===== src/rtl/mcg_pkg.sv =====
// shared types, register indexes and helpers for the multi-click gesture detector
`timescale 1ns / 1ps
package mcg_pkg;

	localparam int CfgIdxW = 3;
	localparam int CfgDataW = 16;

	localparam logic [CfgIdxW-1:0] REG_WATCHED_SIGNAL = 3'd0;
	localparam logic [CfgIdxW-1:0] REG_TRIGGER_VALUE  = 3'd1;
	localparam logic [CfgIdxW-1:0] REG_WINDOW_MS      = 3'd2;
	localparam logic [CfgIdxW-1:0] REG_MAX_HOLD_MS    = 3'd3;
	localparam logic [CfgIdxW-1:0] REG_MIN_GAP_MS     = 3'd4;
	localparam logic [CfgIdxW-1:0] REG_ACTION_MAP     = 3'd5;

	localparam logic CMD_SAMPLE = 1'b0;
	localparam logic CMD_TICK   = 1'b1;

	localparam int MapW = 10;
	localparam int WinUsW = 24;
	localparam int GapUsW = 26;
	localparam int TimeW = 64;

	localparam logic [9:0] US_PER_MS = 10'd1000;

	// reset values of the derived thresholds (ms * 1000)
	localparam logic [WinUsW-1:0] WINDOW_US_RST = 24'd1000000;
	localparam logic [GapUsW-1:0] HOLD_US_RST   = 26'd600000;
	localparam logic [GapUsW-1:0] GAP_US_RST    = 26'd60000;

	typedef struct packed {
		logic [7:0]        watched_signal;
		logic [7:0]        trigger_value;
		logic [WinUsW-1:0] window_us;
		logic [GapUsW-1:0] hold_us;
		logic [GapUsW-1:0] gap_us;
		logic [MapW-1:0]   action_map;
		logic [3:0]        top_count;
	} cfg_t;

	typedef struct packed {
		logic [7:0] click_count;
		logic       has_action;
	} result_t;

	// highest click count with a mapped action, zero when the map is empty
	function automatic logic [3:0] highest_mapped(input logic [MapW-1:0] map);
		logic [3:0] top;
		top = 4'd0;
		for (int k = 1; k <= MapW; k++) begin
			if (map[k-1]) top = 4'(k);
		end
		return top;
	endfunction

endpackage


===== src/rtl/mcg_cfg.sv =====
// configuration registers with precomputed microsecond thresholds
`timescale 1ns / 1ps
module mcg_cfg
	import mcg_pkg::*;
(
	input  logic                clk,
	input  logic                arst_n,
	input  logic                cfg_we,
	input  logic [CfgIdxW-1:0]  cfg_index,
	input  logic [CfgDataW-1:0] cfg_data,
	output cfg_t                cfg
);

	cfg_t cfg_q;

	always_ff @(posedge clk or negedge arst_n) begin
		if (!arst_n) begin
			cfg_q.watched_signal <= 8'd0;
			cfg_q.trigger_value  <= 8'd1;
			cfg_q.window_us      <= WINDOW_US_RST;
			cfg_q.hold_us        <= HOLD_US_RST;
			cfg_q.gap_us         <= GAP_US_RST;
			cfg_q.action_map     <= '0;
			cfg_q.top_count      <= 4'd0;
		end else if (cfg_we) begin
			case (cfg_index)
				REG_WATCHED_SIGNAL: cfg_q.watched_signal <= cfg_data[7:0];
				REG_TRIGGER_VALUE:  cfg_q.trigger_value <= cfg_data[7:0];
				REG_WINDOW_MS:      cfg_q.window_us <= WinUsW'(cfg_data[13:0]) * WinUsW'(US_PER_MS);
				REG_MAX_HOLD_MS:    cfg_q.hold_us <= GapUsW'(cfg_data) * GapUsW'(US_PER_MS);
				REG_MIN_GAP_MS:     cfg_q.gap_us <= GapUsW'(cfg_data) * GapUsW'(US_PER_MS);
				REG_ACTION_MAP: begin
					cfg_q.action_map <= cfg_data[MapW-1:0];
					cfg_q.top_count  <= highest_mapped(cfg_data[MapW-1:0]);
				end
				default: ;
			endcase
		end
	end

	assign cfg = cfg_q;

endmodule


===== src/rtl/mcg_core.sv =====
// click tracking state and per-item decision logic
`timescale 1ns / 1ps
module mcg_core
	import mcg_pkg::*;
(
	input  logic             clk,
	input  logic             arst_n,
	input  cfg_t             cfg,
	input  logic             en,
	input  logic             command,
	input  logic [7:0]       signal_id,
	input  logic [7:0]       value_code,
	input  logic [TimeW-1:0] time_us,
	output logic             res_valid,
	output result_t          res
);

	logic             baseline_q;
	logic [7:0]       last_value_q;
	logic             pressed_q;
	logic [TimeW-1:0] press_time_q;
	logic [7:0]       count_q;
	logic [TimeW-1:0] release_time_q;
	logic             fire_q;

	logic             baseline_d;
	logic [7:0]       last_value_d;
	logic             pressed_d;
	logic [TimeW-1:0] press_time_d;
	logic [7:0]       count_d;
	logic [TimeW-1:0] release_time_d;
	logic             fire_d;

	logic [TimeW-1:0] hold_diff;
	logic [TimeW-1:0] rel_diff;
	logic [7:0]       count_inc;
	logic             go;
	logic             is_trig;
	logic [3:0]       map_idx;

	assign hold_diff = time_us - press_time_q;
	assign rel_diff  = time_us - release_time_q;
	assign count_inc = (count_q == 8'hff) ? count_q : count_q + 8'd1;
	assign is_trig   = (value_code == cfg.trigger_value);
	assign map_idx   = 4'(count_q - 8'd1);

	always_comb begin
		baseline_d     = baseline_q;
		last_value_d   = last_value_q;
		pressed_d      = pressed_q;
		press_time_d   = press_time_q;
		count_d        = count_q;
		release_time_d = release_time_q;
		fire_d         = fire_q;
		res_valid      = 1'b0;
		res.click_count = count_q;
		res.has_action  = (count_q >= 8'd1 && count_q <= 8'd10) ? cfg.action_map[map_idx] : 1'b0;
		go             = 1'b0;

		if (command == CMD_SAMPLE) begin
			if (signal_id == cfg.watched_signal) begin
				if (!baseline_q) begin
					baseline_d   = 1'b1;
					last_value_d = value_code;
					go           = is_trig;
				end else if (value_code != last_value_q) begin
					last_value_d = value_code;
					go           = 1'b1;
				end
			end
			if (go) begin
				if (is_trig) begin
					pressed_d    = 1'b1;
					press_time_d = time_us;
				end else if (pressed_q) begin
					pressed_d = 1'b0;
					if (hold_diff > TimeW'(cfg.hold_us)) begin
						count_d = 8'd0;
						fire_d  = 1'b0;
					end else if (!(count_q != 8'd0 && rel_diff < TimeW'(cfg.gap_us))) begin
						count_d        = count_inc;
						release_time_d = time_us;
						if (cfg.top_count != 4'd0 && count_inc >= 8'(cfg.top_count))
							fire_d = 1'b1;
					end
				end
			end
		end else begin
			if (count_q != 8'd0 && !pressed_q &&
				(fire_q || rel_diff >= TimeW'(cfg.window_us))) begin
				res_valid = 1'b1;
				fire_d    = 1'b0;
				count_d   = 8'd0;
			end
		end
	end

	always_ff @(posedge clk or negedge arst_n) begin
		if (!arst_n) begin
			baseline_q     <= 1'b0;
			last_value_q   <= 8'd0;
			pressed_q      <= 1'b0;
			press_time_q   <= '0;
			count_q        <= 8'd0;
			release_time_q <= '0;
			fire_q         <= 1'b0;
		end else if (en) begin
			baseline_q     <= baseline_d;
			last_value_q   <= last_value_d;
			pressed_q      <= pressed_d;
			press_time_q   <= press_time_d;
			count_q        <= count_d;
			release_time_q <= release_time_d;
			fire_q         <= fire_d;
		end
	end

	a_fire_has_count: assert property (@(posedge clk) disable iff (!arst_n)
		fire_q |-> count_q != 8'd0)
		else $error("fire pending with empty count");

	a_press_after_baseline: assert property (@(posedge clk) disable iff (!arst_n)
		pressed_q |-> baseline_q)
		else $error("press recorded before baseline");

	a_result_clears: assert property (@(posedge clk) disable iff (!arst_n)
		(en && res_valid) |=> (count_q == 8'd0 && !fire_q))
		else $error("count not cleared after result");

endmodule


===== src/rtl/multi_click_gesture_detector.sv =====
// top level: input register, click logic, result register and handshakes
// an accepted item is held in the input register, evaluated from there by the
//   click logic once the result register is free, and its result registered
// throughput: one item per cycle, held back only while a result waits unread
// reset: arst_n asynchronously resets all but the data registers to defaults
`timescale 1ns / 1ps
module multi_click_gesture_detector
	import mcg_pkg::*;
(
	input  logic                clk,
	input  logic                arst_n,
	input  logic                s_tvalid,
	output logic                s_tready,
	input  logic [79:0]         s_tdata,  // signal_id, value_code, time_us
	input  logic                s_tuser,  // command
	output logic                m_tvalid,
	input  logic                m_tready,
	output logic [7:0]          m_tdata,  // click_count
	output logic                m_tuser,  // has_action
	input  logic                cfg_we,
	input  logic [CfgIdxW-1:0]  cfg_index,
	input  logic [CfgDataW-1:0] cfg_data
);

	cfg_t             cfg;
	logic             valid_s1;
	logic             command_s1;
	logic [7:0]       signal_id_s1;
	logic [7:0]       value_code_s1;
	logic [TimeW-1:0] time_us_s1;
	logic             advance;
	logic             res_valid;
	result_t          res;
	logic             m_valid_q;
	result_t          m_res_q;

	assign advance  = valid_s1 && (!m_valid_q || m_tready);
	assign s_tready = !valid_s1 || advance;

	always_ff @(posedge clk or negedge arst_n) begin
		if (!arst_n) begin
			valid_s1 <= 1'b0;
		end else if (s_tready) begin
			valid_s1 <= s_tvalid;
		end
	end

	always_ff @(posedge clk) begin
		if (s_tready && s_tvalid) begin
			command_s1    <= s_tuser;
			signal_id_s1  <= s_tdata[7:0];
			value_code_s1 <= s_tdata[15:8];
			time_us_s1    <= s_tdata[79:16];
		end
	end

	mcg_cfg u_cfg (
		.clk       (clk),
		.arst_n    (arst_n),
		.cfg_we    (cfg_we),
		.cfg_index (cfg_index),
		.cfg_data  (cfg_data),
		.cfg       (cfg)
	);

	mcg_core u_core (
		.clk        (clk),
		.arst_n     (arst_n),
		.cfg        (cfg),
		.en         (advance),
		.command    (command_s1),
		.signal_id  (signal_id_s1),
		.value_code (value_code_s1),
		.time_us    (time_us_s1),
		.res_valid  (res_valid),
		.res        (res)
	);

	always_ff @(posedge clk or negedge arst_n) begin
		if (!arst_n) begin
			m_valid_q <= 1'b0;
		end else if (advance) begin
			m_valid_q <= res_valid;
		end else if (m_tready) begin
			m_valid_q <= 1'b0;
		end
	end

	always_ff @(posedge clk) begin
		if (advance && res_valid) m_res_q <= res;
	end

	assign m_tvalid = m_valid_q;
	assign m_tdata  = m_res_q.click_count;
	assign m_tuser  = m_res_q.has_action;

	a_count_nonzero: assert property (@(posedge clk) disable iff (!arst_n)
		m_tvalid |-> m_tdata != 8'd0)
		else $error("result with zero clicks");

	a_action_in_range: assert property (@(posedge clk) disable iff (!arst_n)
		(m_tvalid && m_tuser) |-> m_tdata <= 8'd10)
		else $error("action flagged for unmapped count");

	a_ready_when_empty: assert property (@(posedge clk) disable iff (!arst_n)
		(!valid_s1 || !m_valid_q) |-> s_tready)
		else $error("input stalled with free room");

endmodule


===== config.mk =====
export PLATFORM = sky130hd
export DESIGN_NAME = multi_click_gesture_detector
export DESIGN_NICKNAME = d
export VERILOG_FILES = /design/src/rtl/mcg_pkg.sv /design/src/rtl/mcg_cfg.sv /design/src/rtl/mcg_core.sv /design/src/rtl/multi_click_gesture_detector.sv
export SDC_FILE = /design/constraint.sdc
export NUM_CORES = 1
export LEC_CHECK = 0
export BUFFER_PORTS_ARGS = -buffer_cell sky130_fd_sc_hd__buf_2
export CORE_UTILIZATION = 57
export CTS_BUF_LIST = sky130_fd_sc_hd__clkbuf_16
export CTS_CLUSTER_DIAMETER = 100
export DETAILED_ROUTE_END_ITERATION = 7
export PLACE_DENSITY = 0.78
export SLEW_MARGIN = 20
export SYNTH_ARGS = -nofsm -noshare
export SYNTH_HDL_FRONTEND = slang
export SYNTH_SLANG_ARGS = --single-unit

===== constraint.sdc =====
create_clock -name clk -period 5.7 [get_ports clk]
set_clock_uncertainty 0.05 [all_clocks]
set_input_delay 1.14 -clock clk [delete_from_list [all_inputs] [get_ports clk]]
set_output_delay 1.14 -clock clk [all_outputs]
set_load 0.1 [all_outputs]

==> impl_results.md <==
- Status: completed
- Post-synth EDFFs: 90
- Hold Crit Class: reg -> reg
- Tmin final: 5620 ps
- Ant diodes: 0
- Final setup violation count: 0
- Nets: 3645
- Setup CP Type: reg -> reg
- Hold path startpoint: u_cfg.cfg[84]
- Crit path largest cell delay: 530 ps
- Vias in the first global route: 23300
- LEAKAGE: 0.0141 uW
- Row count: 78
- Maximum VDD drop: 0.342 mV
- Post-synthesis sequential area ratio: 0.337
- Final slew viol count: 0
- Internal power: 6030 uW
- Cell accounting for the most synthesized area: dfrtp_1
- Global route total overflow: 0
- Crit path max fanout: 9
- Clock-pin slew on the worst setup and hold paths: 60 ps
- DIE AREA: 0.0471 mm2
- Top-count cell post-synth: nand2_1
- GRT Max-Usage Layer: met2
- Final Cell Area: 0.0313 mm2
- Vias/cell: 6.14
- Synth cell types: 87
- WP data arrival: 6030 ps
- Drt drc: 0
- Setup crit end kind: flop
- Yosys reg bits: 336
- Cell breakdown of the critical path: ha_1, a21oi_1, o21ai_1, o311ai_0, o311ai_0, nor4b_2, nand4_1, or4_1, nor4_1, and4_1, nand3_1, nor4_4, buf_4, nor3_4, buf_6, buf_8, clkbuf_16, mux2_4
- Crit path launch: time_us_s1[55]
- Final Cycle Share: 0.987
- Most frequent CP cell: o311ai_0
- Post-synthesis xor/xnor area fraction: 0.0449
- Drt first pass iters: 8
- Vert. Die Dim: 217 um
- DR iter-0 viols: 2178
- Largest net degree at the start of global routing: 117
- RSZ-0062 raised after global routing: true
- Logic gate share of total power: 0.433
- Gate Count Post-Synth: 2910
- Sw Pwr: 3680 uW
- Post-synthesis net count: 3350
- IO buf count: 115
- Clk pwr share: 0.250
- Slowest CP cell: or4_1
- Layout cells sized above 1: 0.202
- PwrDens: 310 mW/mm2
- Gr usage total: 0.340
- Post-synthesis mux area share: 0.0526
- Switching share of power: 0.379
- Area Overhead vs Synth: 18.8%
- Clock Path Buffers: 3
- CTS buffer count: 38
- Share of synthesized cell area in and, or, nand and nor gates: 0.144
- Startpoint Class: flop
- Fmax: 0.178 GHz
- Hold WS: 430 ps
- Main synth FF type: dfrtp_1
- Synthesized area per cell: 9.05 um2
- Placed cell area: 0.0288 mm2
- Max cap viols: 0
- CP required: 6100 ps
- Asr flop ratio synth: 0.732
- Initial core utilization: 0.579
- # IOs: 116
- Largest family of logic cells by synthesized area: compound AO/OA/AOI/OAI gates
- Util after Layout: 0.688
- Post-route ant nets: 0
- Critical R2R Launch: time_us_s1[55]
- CTS Sinks: 336
- Slew headroom: 0.410
- Clock Latency Late Sink: 570 ps
- Yosys warning count: 0
- H-tree depth: 2
- Die width: 217 um
- First-pass GRT wire length: 126000 um
- Detailed Route WL: 80700 um
- Sequential share of power: 0.318
- Initial antenna violation count: 1
- Final worst-path setup slack: 75.5 ps
- CTS tree: yes
- Synthesized area: 0.0263 mm2
- Adder-Cell Fraction of Synth Area: 0.176
- GR Util met1: 0.460
- Clock Tree Root: clkbuf_16
- Yosys top cell area share: 0.212
- Avg WL per Cell: 21.0 um
- Synth Area in Compound Gates: 0.187
- Most frequent cells after synthesis: nand2_1 (295), inv_1 (292), ha_1 (276)
- DR vias: 23500
- Met2 Use GR: 0.557
- Final Hold Vio Count: 0
- GR Layer Usage met3: 0.0488
- Gp weighted congestion: 1.02
- Core Box Area: 0.0455 mm2
- Synth area leaders: dfrtp_1 (21%), ha_1 (13%), edfxtp_1 (10%)
- Worst slew pin tran: 883 ps
- Pre-CTS setup slack: -441 ps
- Post-DP HPWL: 61400 um
## worst paths after layout
check | end | slack (ps) | depth (start not counted)
max in group asynchronous | u_core.release_time_q[47] | 3920 | 2
min in group asynchronous | u_cfg.cfg[18] | 510 | 1
max reg2reg | u_core.release_time_q[35] | 80 | 18
max | u_core.release_time_q[35] | 80 | 18
min reg2reg | u_cfg.cfg[84] | 430 | 2
min | u_cfg.cfg[84] | 430 | 2
## routing by layer
layer | part of all wire | vias to the layer above
li1 | - | 11000
met1 | 0.43 | 11400
met2 | 0.47 | 936
met3 | 0.069 | 191
met4 | 0.036 | 0
met5 | 0 | -
## sequential cells by signal, indices dropped and copies added, names as in the netlist, 8 cells and up
signal and count:
u_core.press_time_q 64, u_core.release_time_q 64, u_core.last_value_q 8, m_tdata 8, signal_id_s1 8, u_core.count_q 8
time_us_s1 64, u_cfg.cfg 97, value_code_s1 8
## power by group through the flow
stage                     registers (uW)  logic, uW  clock network (uW)
after global placement              3100       3740                   0
final                               3080       4200                2430
after CTS                           3070       3970                2450
after detailed placement            3110       3890                   0
after global routing                3110       4620                2540
after floorplan                     3000       2510                   0
## what timing repair did
action                     4_1_cts  5_1_grt
setup endpoints to repair       83       79
hold buffers                     0        0
pin swaps                       31       76
gates cloned                     4        6
resized for setup               84       98
buffers inserted                21       17
## cell families (layout without fill, tap and decap cells)
family / Yosys count / in the layout
multiplexers: 122 / 122
AO/OA/AOI/OAI: 800 / 800
adder cells (fa/ha/maj): 335 / 335
flip-flops: 336 / 336
buffers and inverters: 394 / 719
XOR/XNOR: 135 / 135
AND/OR/NAND/NOR: 788 / 788
## final cells by class
class	count	area [um2]
clock buffer	41	1030
clock inverter	29	193
fill	3473	14200
inverter	293	1100
multi-input combinational	2180	16700
sequential	336	8890
tap	600	751
timing repair buffer	356	2640
## placed cells by master (no fill, tap or decap), types with 45 or more instances in the layout
| cell | n |
|---|---|
| a21o_1 | 48 |
| a21oi_1 | 204 |
| buf_2 | 113 |
| buf_4 | 221 |
| clkbuf_16 | 45 |
| dfrtp_1 | 223 |
| edfxtp_1 | 90 |
| fa_1 | 57 |
| ha_1 | 263 |
| inv_1 | 292 |
| mux2_2 | 46 |
| mux2_4 | 55 |
| nand2_1 | 295 |
| nand3_1 | 45 |
| nand4_1 | 63 |
| nor2_1 | 159 |
| o21ai_0 | 243 |
| xnor2_1 | 85 |
| xor2_1 | 49 |
## critical path: cells and delay by family (launching register included)
family / cells / cell delay (ps)
AOI/OAI and AO/OA: 4 / 1200
adders and majority gates: 1 / 470
buffers and inverters: 4 / 610
DFF: 1 / 500
muxes: 1 / 300
and+or+nand+nor: 8 / 2360
## metrics by stage
step	instances	TNS (ps)	total power, uW
2_1_floorplan	2910	-120	5510
3_3_place_gp	3720	-18820	6840
3_5_place_dp	3720	-28230	7000
4_1_cts	3815	-2280	9480
5_1_grt	3835	-7800	10300
6_report	3835	0	9710
(Power assumes the default switching activity.)
